==> config.mk <==
export PLATFORM = sky130hd
export DESIGN_NAME = mpbs_counts
export DESIGN_NICKNAME = d
export VERILOG_FILES = /design/src/hw/rtl/mpbs_pkg.sv /design/src/hw/rtl/mpbs_counts.sv
export SDC_FILE = /design/constraint.sdc
export NUM_CORES = 1
export LEC_CHECK = 0
export ABC_AREA = 0
export ABC_CLOCK_PERIOD_IN_PS = 5700
export BUFFER_PORTS_ARGS = -buffer_cell sky130_fd_sc_hd__buf_2
export CAP_MARGIN = 25
export CORE_ASPECT_RATIO = 0.5
export CORE_MARGIN = 8
export CORE_UTILIZATION = 30
export DETAILED_ROUTE_END_ITERATION = 8
export PLACE_DENSITY_LB_ADDON = 0.1
export SLEW_MARGIN = 20
export SYNTH_ARGS = -nofsm -noshare
export SYNTH_HDL_FRONTEND = slang
export SYNTH_SLANG_ARGS = --single-unit
==> constraint.sdc <==
create_clock -name clock -period 5.7 [get_ports clock]
set_input_delay 0.57 -clock clock [delete_from_list [all_inputs] [get_ports clock]]
set_output_delay 0.57 -clock clock [all_outputs]
set_load 0.005 [all_outputs]
==> src/hw/rtl/mpbs_pkg.sv <==
// ----------------------------------------------------------------------------
// mpbs_pkg
// Types and constants shared by the multi-pattern byte scanner.
// ----------------------------------------------------------------------------
package mpbs_pkg;

   localparam int NODES      = 256;
   localparam int ALPHABET   = 128;
   localparam int PATTERNS   = 16;
   localparam int MAXREPORTS = 16;

   localparam int NODE_W  = $clog2(NODES);
   localparam int SYM_W   = $clog2(ALPHABET);
   localparam int PAT_W   = $clog2(PATTERNS);
   localparam int GOTO_AW = NODE_W + SYM_W;

   typedef enum logic [1:0] {
      CMD_WR_INFO = 2'd0,
      CMD_WR_GOTO = 2'd1,
      CMD_SCAN    = 2'd2,
      CMD_RESTART = 2'd3
   } cmd_type;

   typedef struct packed {
      logic [4:0] len;
      logic [3:0] id;
      logic       ends;
      logic [7:0] olink;
      logic       olv;
      logic [7:0] fail;
   } info_type;

   typedef struct packed {
      logic       valid;
      logic [7:0] target;
   } goto_type;

   typedef enum logic [2:0] {
      ST_IDLE,
      ST_GOTO,
      ST_GCHK,
      ST_FAIL,
      ST_INFO,
      ST_ICHK,
      ST_FLUSH
   } state_type;

endpackage

==> src/hw/rtl/mpbs_counts.sv <==
// ----------------------------------------------------------------------------
// mpbs_counts
// Per-pattern saturating hit counters with a single shared incrementer.
// ----------------------------------------------------------------------------
module mpbs_counts (
   input  logic                      clock,
   input  logic                      reset,
   input  logic                      inc,
   input  logic [mpbs_pkg::PAT_W-1:0] id,
   output logic [31:0]               count_new
);
   logic [31:0] count_ff [mpbs_pkg::PATTERNS];
   logic [31:0] cur;

   assign cur       = count_ff[id];
   assign count_new = (cur == 32'hFFFF_FFFF) ? cur : cur + 32'd1;

   always_ff @(posedge clock) begin
      if (reset) begin
         for (int i = 0; i < mpbs_pkg::PATTERNS; i++) begin
            count_ff[i] <= '0;
         end
      end else if (inc) begin
         count_ff[id] <= count_new;
      end
   end
endmodule

==> impl_metrics.ini, run 1 <==
[final_layout]
design_area_sq_um = 26400
regMostFlops = count_ff
finish.utilization_pct = 34.4
syn_to_final_growth_pct = 14.1
diodes = 0
drive_above_1_share_pct = 24.7
multi_input_area_sq_um = 6910
largest_reg_flops = 512
fillers = 7437
num-nets-final = 1654
fin_cells = 2718
largestRegisters = count_ff (512)
register_area_sq_um = 15400

[sta]
timing.final.crit_share_pct = 88.7
hold_viol_final = 0
min_period_ns = 5.06
worst_pin_slew_ns = 0.873
hold_slack_ns = 0.843
clock.fmax_mhz = 198
setup_tns_ns = 0
maxSlewViolCount = 0
rsz0062_at_grt = no
clock_skew_ns = 0.0123
setup_viol = 0
slew_headroom_pct = 41.3

[cts]
cts_tree = yes
cts_buffers = 51
cts.repair.resized = 0
clock-sinks = 512
cts_root_buffer = clkbuf_16
clk_pin_slew_ns = 0.07
clk-insertion-delay-late_ns = 0.60
cts_setup_buffers = 0
htreeDepth = 2
clock_path_buffers = 3
hold_buffers = 0

[power]
p_leak_nw = 9.29
swShare_pct = 24.5
p_switching_mw = 2.08
irDropWorstVdd_mv = 0.176
internal-power_mw = 6.43
combPwrFrac_pct = 10.3
powerDensity_nw_per_um2 = 323
power_frac_clock_pct = 39.0
seq_power_share_pct = 50.7

[yosys]
synth_edf_count = 512
ys_seq_area_share_pct = 66.5
synth_top_family_by_area = multiplexers
yosysTopAreaCell = edfxtp_1
postSynthCellCount = 1588
synthMuxAreaShare_pct = 12.9
synth_cell_types = 65
synthTopCellsByCount = edfxtp_1 (512), nor2_1 (489), mux4_2 (130)
synthesis.nets = 1596
synth_adder_area_share_pct = 0.0541
synth_top_area_share_pct = 66.5
async_reset_ff_share_pct = 0
syn-cell-area_sq_um = 23100
synth-compound-area-share_pct = 4.03
synth_area_leaders = edfxtp_1 (66%), mux4_2 (13%), nor2_1 (7.9%), a22oi_1 (1.8%), nand2_1 (1.0%)
synth_top_flop_cell = edfxtp_1
synth_xor_area_share_pct = 0.941
synth-simple-area-share_pct = 11.4
synth-seq-cells = 512
avgSynthCellArea_sq_um = 14.6
yosysMostFrequentCell = edfxtp_1
yosys_warnings = 0

[route]
wl_met1_um = 36200
drt_wl_total_um = 79700
wl_met3_um = 5410
dr.pass1.iters = 5
first_iter_violations = 1269
antenna_left = 0
wl_met2_um = 36000
wire_per_inst_um = 29.3
top_layer = met4
route.detailed.drc = 0
via_count = 14165
avgViaCountPerCell = 5.21

[setup_path]
critPathMaxFanout = 17
r2r_slack_ns = 1.88
cp_data_required_time_ns = 5.13
worst_r2r_path_depth = 10
r2r_start = count_ff[15][22]
startpoint_type = input pin
worstSetupEndpointType = primary output
criticalPathCategory = input pin to primary output
reg2reg_to = count_ff[8][16]
critPathArrivalTime_ns = 4.49

[global_routing]
grt_max_degree = 48
grt_pass1_vias = 14593
antenna_found_initial = 0
grt_util_all_layers_pct = 18.2
grt_overflow = 0
grt_pass1_wl_um = 112000

[floorplan]
start_util_pct = 30.1
core_sq_um = 76800
row_count = 72
pin_count = 39
dieArea_sq_um = 86800
die-height_um = 212
die_w_um = 409

[place]
placedCellCount = 2629
portBuffers = 38
dp_hpwl_um = 47800
gp_congestion = 0.783
placed_cell_area_sq_um = 24800

[flow_run]
cap_viol_max_count = 0

[min_path]
holdPathStages = 2
hp-class = input pin to flop
hold_start = reset
whs_endpoint = count_ff[3][18]

[status]
status = finished, final reports clean
## layer usage
metal | GRT usage [%] | up-vias
met4 | 5.11 | 0
met1 | 25.4 | 7556
met2 | 28.7 | 505
li1 | - | 5991
met3 | 3.95 | 113
met5 | 0 | -
## power by group through the flow
stage | logic [mW] | clock network [mW] | registers (mW)
2_1_floorplan | 0.512 | 0 | 4.39
3_3_place_gp | 0.885 | 0 | 4.39
3_5_place_dp | 0.893 | 0 | 4.40
4_1_cts | 0.895 | 3.40 | 4.32
5_1_grt | 0.944 | 3.54 | 4.33
6_report | 0.881 | 3.32 | 4.32
## metrics by stage
| step | setup WS, ns | power, mW |
|---|---|---|
| finish | 0.642 | 8.52 |
| floorplan | 1.35 | 4.90 |
| global placement | 0.721 | 5.28 |
| CTS | 0.683 | 8.62 |
| detailed placement | 0.681 | 5.29 |
| global route | 0.441 | 8.81 |
## worst max path at each step
stage,from,endpoint,slack [ns]
after floorplan,id[0],count_new[12],1.35
after global placement,id[2],count_new[16],0.72
after detailed placement,id[2],count_new[23],0.68
after CTS,id[2],count_new[23],0.68
after global routing,id[2],count_new[23],0.44
final,id[2],count_new[23],0.64
## final cells by class
type / count / area share (%)
clock buffer: 67 / 5.22
clock inverter: 22 / 0.749
inverter: 32 / 0.455
multi-input combinational: 906 / 26.2
sequential: 512 / 58.3
tap: 1036 / 4.91
timing repair buffer: 143 / 4.20
## kinds of logic after synthesis
logic type	Yosys count
adders and majority gates	1
DFF	512
buffers and inverters	170
AOI/OAI and AO/OA	124
xor gates and xnor gates	18
muxes	134
and+or+nand+nor	629
## placed cells by master, fill, tap and decap left out, types with 5 or more instances in the layout
cell       count
a21oi_1       33
a22oi_1       56
buf_12         9
buf_2         36
buf_4         96
clkbuf_1      14
clkbuf_16     53
clkinv_1      13
edfxtp_1     512
inv_1         25
inv_2          7
mux4_2       130
nand2_1       46
nand2_2       19
nand2b_2      15
nand3_1        8
nand4_1        9
nor2_1       488
nor4_1         5
o21ai_1        8
xnor2_1        8
xnor2_2        6
## worst max-delay path, stage by stage
cell	delay, ns
buf_2	0.19
nor2_4	0.55
buf_4	0.36
a22oi_1	0.19
nand2_1	0.19
nand4_1	0.52
nor4_1	0.94
nand4_1	0.17
o21ai_1	0.26
buf_4	0.28
inv_1	0.07
buf_2	0.14
No activity file was read; power rests on OpenSTA's default activity.
==> run 2, diff against run 1 <==
ABC_AREA = 1   (was 0)
==> impl_metrics.ini, run 2 <==
[status]
status = finished, final reports clean

[final_layout]
largestRegisters = count_ff (512)
register_area_sq_um = 15400
final_common_cell = nand2_1
multi_input_area_sq_um = 8610
fillers = 8996
final_cell_mix = nand2_1 (1603), edfxtp_1 (512), nor2_1 (343), inv_1 (293), buf_4 (89)
syn_to_final_growth_pct = 12.4
regMostFlops = count_ff
largest_reg_flops = 512
num-nets-final = 3166
drive_above_1_share_pct = 8.88
fin_cells = 4371

[sta]
rsz0062_at_grt = no
timing.final.crit_share_pct = 87.9
slew_headroom_pct = 33.2
worst_pin_slew_ns = 1.00
hold_viol_final = 0
clock.fmax_mhz = 200
setup_viol = 0
min_period_ns = 5.01
setup_tns_ns = 0
clock_skew_ns = 0.0276
maxSlewViolCount = 0

[global_routing]
gr-usage-met3_pct = 3.68
grtUsageMet2_pct = 30.5
antenna_found_initial = 3
grt_busiest_layer = met2
grt_overflow = 0
grt_pass1_vias = 19564
grt_max_degree = 100
grt_pass1_wl_um = 141000
grt_util_all_layers_pct = 19.8
grt.met1_usage_pct = 28.8

[floorplan]
core_sq_um = 86100
row_count = 76
pin_count = 39
die_w_um = 433
start_util_pct = 30.3
dieArea_sq_um = 97200
die-height_um = 225

[route]
route.detailed.drc = 0
drt_wl_total_um = 97900
avgViaCountPerCell = 4.67
dr.pass1.iters = 6
wire_per_inst_um = 22.4
via_count = 20418
first_iter_violations = 1863
antenna_left = 0

[yosys]
synth_cell_types = 26
avgSynthCellArea_sq_um = 8.29
synthTopCellsByCount = nand2_1 (1619), edfxtp_1 (512), nor2_1 (345)
postSynthCellCount = 3148
synth_edf_count = 512
ys_seq_area_share_pct = 58.9
yosysTopAreaCell = edfxtp_1
synth-seq-cells = 512
syn-cell-area_sq_um = 26100
synth_area_leaders = edfxtp_1 (59%), nand2_1 (23%), nor2_1 (5.0%), inv_1 (4.2%), a21oi_1 (1.3%)
yosys_warnings = 0
yosysMostFrequentCell = nand2_1
async_reset_ff_share_pct = 0
synth_top_area_share_pct = 58.9
synth_top_flop_cell = edfxtp_1
synthesis.nets = 3156

[power]
seq_power_share_pct = 49.2
combPwrFrac_pct = 11.2
p_switching_mw = 2.39
power_frac_clock_pct = 39.5
p_leak_nw = 13.9
swShare_pct = 27.3
internal-power_mw = 6.38
powerDensity_nw_per_um2 = 299
irDropWorstVdd_mv = 0.184

[cts]
clock-sinks = 512
cts_root_buffer = clkbuf_16
clock_path_buffers = 3
cts.repair.resized = 0
cts_buffers = 52
cts_setup_buffers = 0
hold_buffers = 0
clk-insertion-delay-late_ns = 0.63
cts_tree = yes
htreeDepth = 2
clk_pin_slew_ns = 0.07

[setup_path]
critPathArrivalTime_ns = 4.44
cp_data_required_time_ns = 5.13
startpoint_type = input pin
critical_path.slowest_cell = nor2_2
crit_path_frequent_cell = nand2_1
criticalPathCategory = input pin to primary output
worstPathCellList = clkbuf_8 > inv_8 > buf_12 > buf_12 > nand2_1 > nand2_1 > nand2_1 > nand2_1 > nand2_1 > nand2_1 > nor2_1 > nor2_1 > nand2_1 > nor2_1 > nand2_1 > xor2_1 > nor2_2 > inv_1 > buf_2
cpPeakStageDelay_ns = 0.74
cp_top_family = simple AND/OR/NAND/NOR gates
critPathMaxFanout = 51
worstSetupEndpointType = primary output
path_buf_inv = 6

[place]
gp_congestion = 0.907
placedCellCount = 4274
portBuffers = 38
dp_hpwl_um = 60300

[min_path]
hp-class = input pin to flop

[flow_run]
cap_viol_max_count = 0
-- run 2: cell types whose count changed in the layout (fill, tap and decap cells not counted), moves of 20 or more --
cell / before / now
a21oi_1: 33 / 67
nand2_1: 46 / 1603
nor2_1: 488 / 343
nand3_1: 8 / 28
inv_1: 25 / 293
mux4_2: 130 / 0
a22oi_1: 56 / 0
-- run 2: per-layer routing --
| layer | part of all wire [%] | wire (um) |
|---|---|---|
| met4 | 2.2 | 2170 |
| met2 | 43 | 42300 |
| met1 | 48 | 47200 |
| met5 | 0.027 | 26 |
| met3 | 6.3 | 6180 |
-- run 2: power by group through the flow --
stage	clock, mW	sequential, mW	combinational (mW)
2_1_floorplan	0	4.39	0.571
3_3_place_gp	0	4.40	0.998
3_5_place_dp	0	4.40	0.997
4_1_cts	3.54	4.32	1.00
5_1_grt	3.68	4.33	1.07
6_report	3.47	4.32	0.986
-- run 2: worst register-to-register path: cells and delay by family (launching register included) --
family	cells	cell delay, ns
buf+inv	3	0.43
flops	1	0.37
simple gates	13	2.01
fa+ha+maj	1	0.30
-- run 2: layout make-up --
cell class              count  area share (%)
diodes                      1         0.00853
clock buffers              63            4.65
clock inverters            33           0.896
inverters                 311            4.02
multi-input cells        2145            29.3
flip-flops and latches    512            52.4
well taps                1170            4.99
repair buffers            136            3.67
-- run 2: cells by family (layout without fill, tap and decap cells) --
family	after synthesis	count (layout)	share of synthesized area (%)
AOI/OAI and AO/OA	71	71	1.39
xor gates and xnor gates	15	15	0.504
adders and majority gates	1	1	0.0480
buffers and inverters	491	543	8.27
DFF	512	512	58.9
other	0	1	0
and+or+nand+nor	2058	2058	30.8
-- run 2: final timing paths --
kind                        start          endpoint  slack, ns  depth (start not counted)
hold / removal              id[2]  count_ff[12][18]       0.88                          6
setup / recovery            id[0]     count_new[11]       0.69                         19
hold reg to reg   count_ff[10][0]   count_ff[14][0]       1.18                          7
setup reg to reg   count_ff[8][1]   count_ff[2][12]       2.30                         17
-- run 2: metrics by stage --
step           cell area (sq um)  hold WS, ns  setup slack (ns)  utilization [%]  power, mW
2_1_floorplan              26100        0.898              2.10                -       4.96
3_3_place_gp               27600         1.25             0.667             32.1       5.40
3_5_place_dp               27700         1.19             0.709             32.2       5.40
4_1_cts                    29300        0.817             0.700             34.1       8.86
5_1_grt                    29300        0.890             0.429             34.1       9.08
6_report                   29300        0.880             0.690             34.1       8.77
